`config.mk`:
```
export PLATFORM = sky130hd
export DESIGN_NAME = uart_line_assembler_core
export DESIGN_NICKNAME = d
export VERILOG_FILES = /design/src/sv/ula_pkg.sv /design/src/sv/uart_line_assembler_core.sv /design/src/sv/ula_line_mem.sv
export SDC_FILE = /design/constraint.sdc
export NUM_CORES = 1
export LEC_CHECK = 0
export BUFFER_PORTS_ARGS = -buffer_cell sky130_fd_sc_hd__buf_2
export CORE_MARGIN = 3
export CORE_UTILIZATION = 50
export CTS_BUF_LIST = sky130_fd_sc_hd__clkbuf_4 sky130_fd_sc_hd__clkbuf_8
export CTS_CLUSTER_DIAMETER = 80
export DETAILED_ROUTE_END_ITERATION = 16
export GPL_ROUTABILITY_DRIVEN = 0
export GPL_TIMING_DRIVEN = 0
export PLACE_DENSITY = 0.66
export SLEW_MARGIN = 20
export SYNTH_ARGS = -nofsm -noshare
export SYNTH_HDL_FRONTEND = slang
export SYNTH_SLANG_ARGS = --single-unit
```
`constraint.sdc`:
```
create_clock -name clk -period 3.03 [get_ports clk]
set_input_delay 0.909 -clock clk [delete_from_list [all_inputs] [get_ports clk]]
set_output_delay 0.909 -clock clk [all_outputs]
set_load 0.01 [all_outputs]
```
`src/sv/ula_pkg.sv`:
```
// shared types and constants of the line assembler
package ula_pkg;

	typedef logic [7:0] byte_t;
	typedef logic [1:0] kind_t;

	localparam kind_t KIND_LINE     = 2'd0;
	localparam kind_t KIND_OVERLONG = 2'd1;
	localparam kind_t KIND_TOO_LONG = 2'd2;

	localparam byte_t NL_BYTE = 8'h0A;
	localparam byte_t CR_BYTE = 8'h0D;

	localparam int CAP_W     = 7;
	localparam int LEN_OUT_W = 6;

endpackage

```
`src/sv/uart_line_assembler_core.sv`:
```
// line assembler top level: byte intake, line store control and result output
//
// Usage:
//   s_tvalid/s_tready/s_tdata carry received bytes, one per transaction.
//   Bytes other than newline are stored, one per cycle unless stalled, until the
//   store is full. A newline closes the line; a single trailing CR is dropped.
//   Empty lines give nothing. An error gives one result on m_tuser with
//   m_tlast set and m_tdata zero. A good line is replayed from the store,
//   one byte per transaction, with its length and m_tlast on the final byte.
//   cfg_valid/cfg_data write the capacity register; cfg_ready is always high.
// Timing:
//   A newline that ends a good line holds s_tready low while the store is read
//   out one entry per cycle, unless m_tready stalls it, through the registered
//   read port; emit_q is set, then the store read register loads, then the
//   output register, and m_tvalid rises. An error result is valid from the
//   edge that takes the newline.
//   s_tready is also low while the output register holds a result that the
//   receiver has not taken; a stalled m_tready stalls the replay.
// Reset:
//   arst_n clears the count, discard flag, output valid and sets capacity 64.
//   Store contents are not cleared; only written entries are ever read.
module uart_line_assembler_core #(
	parameter int MAX_LINE = 64
) (
	input  logic                         clk,
	input  logic                         arst_n,
	input  logic                         cfg_valid,
	output logic                         cfg_ready,
	input  logic [ula_pkg::CAP_W-1:0]    cfg_data,   // out_capacity
	input  logic                         s_tvalid,
	output logic                         s_tready,
	input  logic [7:0]                   s_tdata,    // rx_byte
	output logic                         m_tvalid,
	input  logic                         m_tready,
	output logic [15:0]                  m_tdata,    // line_byte, line_length, zero pad
	output logic [1:0]                   m_tuser,    // result_kind
	output logic                         m_tlast     // last_of_line
);
	import ula_pkg::*;

	localparam int DEPTH = MAX_LINE - 1;
	localparam int CW    = $clog2(MAX_LINE);
	localparam int AW    = (DEPTH > 1) ? $clog2(DEPTH) : 1;

	logic [CAP_W-1:0] cap_q;
	logic [CW-1:0]    count_q;
	logic             discard_q;
	logic             last_cr_q;
	logic             emit_q;
	logic [CW-1:0]    len_q;
	logic [CW-1:0]    rd_idx_q;
	logic             pend_s1;
	logic             rd_last_s1;

	logic             out_valid_q;
	kind_t            out_kind_q;
	byte_t            out_byte_q;
	logic [LEN_OUT_W-1:0] out_len_q;
	logic             out_last_q;

	logic             accept;
	logic             is_nl;
	logic             out_free;
	logic             wr_en;
	logic             rd_en;
	logic             load_rd;
	logic [CW-1:0]    line_len;
	logic [7:0]       line_len8;
	byte_t            rd_data;

	assign cfg_ready = 1'b1;
	assign out_free  = !out_valid_q || m_tready;
	assign s_tready  = !emit_q && out_free;
	assign accept    = s_tvalid && s_tready;
	assign is_nl     = (s_tdata == NL_BYTE);

	assign line_len  = count_q - CW'((count_q != '0) && last_cr_q);
	assign line_len8 = 8'(line_len);

	assign wr_en   = accept && !is_nl && !discard_q && (32'(count_q) < DEPTH);
	assign load_rd = pend_s1 && out_free;
	assign rd_en   = emit_q && (rd_idx_q < len_q) && (!pend_s1 || out_free);

	ula_line_mem #(
		.DEPTH(DEPTH),
		.AW   (AW)
	) u_mem (
		.clk    (clk),
		.wr_en  (wr_en),
		.wr_addr(count_q[AW-1:0]),
		.wr_data(s_tdata),
		.rd_en  (rd_en),
		.rd_addr(rd_idx_q[AW-1:0]),
		.rd_data(rd_data)
	);

	always_ff @(posedge clk or negedge arst_n) begin
		if (!arst_n) begin
			cap_q <= CAP_W'(64);
		end else if (cfg_valid && cfg_ready) begin
			cap_q <= cfg_data;
		end
	end

	// intake and line control
	always_ff @(posedge clk or negedge arst_n) begin
		if (!arst_n) begin
			count_q   <= '0;
			discard_q <= 1'b0;
			last_cr_q <= 1'b0;
			emit_q    <= 1'b0;
			len_q     <= '0;
			rd_idx_q  <= '0;
		end else begin
			if (accept) begin
				if (!is_nl) begin
					if (!discard_q) begin
						if (32'(count_q) >= DEPTH) begin
							discard_q <= 1'b1;
							count_q   <= '0;
						end else begin
							count_q   <= count_q + 1'b1;
							last_cr_q <= (s_tdata == CR_BYTE);
						end
					end
				end else begin
					count_q   <= '0;
					discard_q <= 1'b0;
					if (!discard_q && line_len != '0
							&& line_len8 < {1'b0, cap_q}) begin
						emit_q   <= 1'b1;
						len_q    <= line_len;
						rd_idx_q <= '0;
					end
				end
			end
			if (rd_en) begin
				rd_idx_q <= rd_idx_q + 1'b1;
			end
			if (load_rd && rd_last_s1) begin
				emit_q <= 1'b0;
			end
		end
	end

	// read pipeline tracking
	always_ff @(posedge clk or negedge arst_n) begin
		if (!arst_n) begin
			pend_s1 <= 1'b0;
		end else if (rd_en) begin
			pend_s1 <= 1'b1;
		end else if (load_rd) begin
			pend_s1 <= 1'b0;
		end
	end

	always_ff @(posedge clk) begin
		if (rd_en) begin
			rd_last_s1 <= (rd_idx_q == len_q - 1'b1);
		end
	end

	// output register
	always_ff @(posedge clk or negedge arst_n) begin
		if (!arst_n) begin
			out_valid_q <= 1'b0;
		end else if (load_rd) begin
			out_valid_q <= 1'b1;
		end else if (accept && is_nl && (discard_q
				|| (line_len != '0 && line_len8 >= {1'b0, cap_q}))) begin
			out_valid_q <= 1'b1;
		end else if (m_tready) begin
			out_valid_q <= 1'b0;
		end
	end

	always_ff @(posedge clk) begin
		if (load_rd) begin
			out_kind_q <= KIND_LINE;
			out_byte_q <= rd_data;
			out_len_q  <= LEN_OUT_W'(8'(len_q));
			out_last_q <= rd_last_s1;
		end else if (accept && is_nl) begin
			out_kind_q <= discard_q ? KIND_OVERLONG : KIND_TOO_LONG;
			out_byte_q <= '0;
			out_len_q  <= '0;
			out_last_q <= 1'b1;
		end
	end

	assign m_tvalid = out_valid_q;
	assign m_tuser  = out_kind_q;
	assign m_tdata  = {2'b00, out_len_q, out_byte_q};
	assign m_tlast  = out_last_q;

	a_pend_in_emit: assert property (@(posedge clk) disable iff (!arst_n)
		pend_s1 |-> emit_q)
		else $error("read data pending outside a replay");

	a_err_shape: assert property (@(posedge clk) disable iff (!arst_n)
		(m_tvalid && m_tuser != KIND_LINE) |-> (m_tlast && m_tdata == 16'h0000))
		else $error("error result with data or without last");

	a_last_drains: assert property (@(posedge clk) disable iff (!arst_n)
		(m_tvalid && m_tlast) |-> !pend_s1)
		else $error("last result shown while store data still pending");

	a_no_write_in_replay: assert property (@(posedge clk) disable iff (!arst_n)
		emit_q |-> !wr_en)
		else $error("store written during a replay");

endmodule

```
`src/sv/ula_line_mem.sv`:
```
// line store: one write port, one registered read port
module ula_line_mem #(
	parameter int DEPTH = 63,
	parameter int AW    = 6
) (
	input  logic               clk,
	input  logic               wr_en,
	input  logic [AW-1:0]      wr_addr,
	input  ula_pkg::byte_t     wr_data,
	input  logic               rd_en,
	input  logic [AW-1:0]      rd_addr,
	output ula_pkg::byte_t     rd_data
);
	import ula_pkg::*;

	byte_t mem [DEPTH];
	byte_t rd_data_q;

	always_ff @(posedge clk) begin
		if (wr_en) begin
			mem[wr_addr] <= wr_data;
		end
	end

	always_ff @(posedge clk) begin
		if (rd_en) begin
			rd_data_q <= mem[rd_addr];
		end
	end

	assign rd_data = rd_data_q;

endmodule

```
==> summary.txt <==
Run status
  – Outcome: completed

Worst setup path
  – Max stage delay cell, worst path: clkbuf_1
  – Max stage delay on crit path: about 660 ps
  – CP Capture Type: flop
  – Crit path top cell by count: a22oi_1
  – CP max FO: 10
  – Req. time, crit path: roughly 3500 ps
  – Crit-path cells: clkbuf_2 > nor2_1 > clkbuf_1 > a22oi_1 > nand2_1 > a22oi_1 > o221ai_1
  – WS Path Type: reg2reg
  – RR Startpoint: rd_idx_q[3]
  – Critical path launch point: rd_idx_q[3]
  – CP Launch Type: flop
  – Worst EP arrival: 3440 ps

Timing
  – Final setup viols: 0
  – Slew Viols, Final: 0
  – Final hold viol count: 0
  – Part of the cycle the worst path needs: 0.996
  – RSZ-0062 raised after global routing: true
  – Fin worst setup slack: between 10 and 15 ps
  – Setup TNS Final: 0 ps
  – Slew Limit Headroom: 0.287
  – Fin crit period: 3020 ps
  – Clk_skew: between 20 and 30 ps
  – Peak Freq: ~330 MHz
  – Worst slew pin tran: 1070 ps

Synthesis
  – Post-Syn Instances: about 1200
  – Yosys reg bits: 560
  – Top_reg_cell synth: edfxtp_1
  – YS warnings: 0
  – Seq/Total Area, Yosys: 0.745
  – Post-synth EDFFs: 528
  – Mapped Avg Cell Area: about 19 µm²
  – Mapped Area: around 22000 µm²
  – Synth unique cells: 60
  – Share of synthesized flip-flops with an asynchronous set or reset: 0.0536

Finish
  – Non-filler cells, final: 1979
  – Post-route core utilization: 0.592
  – Final #Nets: between 1000 and 1500
  – Layout area overhead: 15.6%
  – Share of layout cells above drive strength 1: 0.326
  – Antenna cells: 0

Place
  – Pre-CTS WS: -1830 ps
  – Detailed Place HPWL: between 30000 and 40000 µm
  – PortBufs: 38
  – Placed cell count: ~1800

Routing
  – Vias per cell: approximately 5.9
  – DR WL/cell: around 26 µm
  – Vias: about 12000
  – Pre-antenna DRT Iters: 5
  – Number of routed nets with antenna violations: 0
  – Routed wire length: 51800 µm
  – Drt initial violations: between 1000 and 1500
  – Residual DRC count: 0

Global routing
  – Initial antenna violation count: 0
  – Largest net degree at the start of global routing: 66
  – Via count of the first global-routing pass: ~12000
  – First-pass GRT wire length: 77000 µm
  – GRT Overall Usage: 0.225
  – Overflow after GRT: 0

Clock network
  – Clk slew on worst S/H paths: ~60 ps
  – Post-CTS Hold Buffers: 0
  – Clock Root Buffer: clkbuf_8
  – CTS buffer count: approximately 90
  – Worst skew pair latency: 660 ps
  – CTS H-tree lvls: 3
  – CTS tree: yes
  – Clock Path Buffers: 3
  – Clock Sinks: 560

Floorplanning
  – Core ar.: around 44000 µm²
  – Die area: about 47000 µm²
  – Die height: about 220 µm
  – Initial Util: 0.512
  – Site Rows: 76
  – Chip width: between 200 and 250 µm
  – I/O pins: 42

Pwr
  – VDD IR max: around 0.00048 V
  – Leakage power: 8.44 nW
  – P per Cell Area: ~810 nW/µm²

Flow run
  – Max-cap violations: 0

Worst hold path
  – HP Class: in2async
-- kinds of logic (layout without fill, tap and decap cells) --
family | Yosys count | after routing | synth area share
flops | 560 | 560 | 0.745
simple gates | 232 | 232 | 0.0497
mux | 146 | 146 | 0.131
compound gates | 132 | 132 | 0.0414
buf+inv | 84 | 290 | 0.0170
fa+ha+maj | 18 | 18 | 0.0101
xor+xnor | 13 | 13 | 0.00543
other cells | 2 | 3 | 0.000336
-- worst max-delay path, delay by kind of cell, from the launching register on --
family / cells / cell delay (ps)
buffers and inverters: 2 / 920
flip-flops: 1 / 440
AO/OA/AOI/OAI: 3 / 550
AND/OR/NAND/NOR: 2 / 870
-- Yosys cell counts, types with 6 or more instances --
library cell    n  area share
mux4_2        116        0.12
nand2_1        50      0.0084
a221oi_1       12      0.0047
dfrtp_1        29       0.032
buf_1          13      0.0022
o21ai_0        22      0.0049
nand3_1        19      0.0043
mux2_2          6      0.0030
ha_1           18       0.010
buf_2          12      0.0027
a21oi_1        15      0.0034
edfxtp_1      528        0.71
nor2_1         89       0.015
nor2b_1        13      0.0036
inv_1          19      0.0032
clkbuf_1       31      0.0052
and2_1         16      0.0045
a22oi_1        36       0.012
nand2b_1        7      0.0020
mux2i_1        21      0.0094
xnor2_1         8      0.0031
nor3_1         10      0.0022
a31oi_1        11      0.0031
-- worst paths after layout --
| kind | endpoint | slack [ps] | depth (start not counted) |
|---|---|---|---|
| worst min register to register | emit_q | 450 | 1 |
| max in group asynchronous | count_q[0] | 2230 | 1 |
| worst max-delay path | u_mem.rd_data[7] | 10 | 7 |
| worst max register to register | u_mem.rd_data[7] | 10 | 7 |
| worst min-delay path | cap_q[3] | 310 | 1 |
| min in group clk | emit_q | 450 | 1 |
-- report_power, final --
part	leakage [nW]	internal [W]	switching (W)
clock	0.906	0.00342	0.00284
combinational	2.38	0.00229	0.00358
sequential	5.15	0.00877	0.0000962
-- registers in the layout, indices dropped and copies added, names as in the netlist --
register / count
last_cr_q: 1
rd_last_s1: 1
out_len_q: 6
discard_q: 1
emit_q: 1
u_mem.mem: 504
rd_idx_q: 6
len_q: 6
m_tlast: 1
u_mem.rd_data: 8
out_byte_q: 8
pend_s1: 1
cap_q: 7
count_q: 6
m_tvalid: 1
m_tuser: 2
-- placed cells by master (no fill, tap or decap), types with 6 or more instances in the layout --
| master | count |
|---|---|
| edfxtp_1 | 528 |
| mux4_2 | 116 |
| clkbuf_8 | 92 |
| nor2_4 | 50 |
| nand2_1 | 44 |
| buf_2 | 39 |
| a22oi_1 | 36 |
| nor2_1 | 29 |
| dfrtp_1 | 27 |
| clkbuf_4 | 25 |
| clkbuf_1 | 21 |
| mux2i_1 | 21 |
| clkinv_1 | 21 |
| inv_1 | 17 |
| buf_6 | 17 |
| o21ai_0 | 17 |
| and2_1 | 16 |
| buf_4 | 16 |
| ha_1 | 16 |
| clkbuf_2 | 15 |
| nand3_1 | 14 |
| a21oi_1 | 13 |
| nor2b_1 | 13 |
| clkinv_2 | 13 |
| a221oi_1 | 12 |
| a31oi_1 | 10 |
| nor2_2 | 10 |
| xnor2_1 | 8 |
| nand2b_1 | 7 |
| nor3_1 | 7 |
| mux2_2 | 6 |
-- cell type report --
type / count / area, µm²
inverters: 20 / 80.1
clock buffers: 114 / 1430
repair buffers: 52 / 379
multi-input cells: 544 / 5910
flip-flops and latches: 560 / 16600
clock inverters: 40 / 284
well taps: 585 / 732
plain buffers: 64 / 372
fillers: 3145 / 17800
-- repair_timing --
action | 4_1_cts | 5_1_grt
setup endpoints to repair | 555 | 71
setup buffers | 10 | 3
resized for setup | 157 | 36
pin swaps | 6 | 10
-- layer usage --
metal  vias to the layer above  global-route usage  share of wire
met5                         -                   0              0
met4                         0              0.0859          0.037
met3                       116              0.0543          0.085
met2                       534               0.357           0.48
met1                      5945               0.306           0.40
li1                       5092                   -              -
-- stage by stage --
step	total power (W)	cell area [µm²]	hold WS, ps
after floorplan	0.0125	22400	411
after global placement	0.0144	23300	436
after detailed placement	0.0144	23400	437
after CTS	0.0210	25700	284
after global routing	0.0218	25800	329
final	0.0210	25800	311
Note: power is estimated with default switching activity, not from simulation.
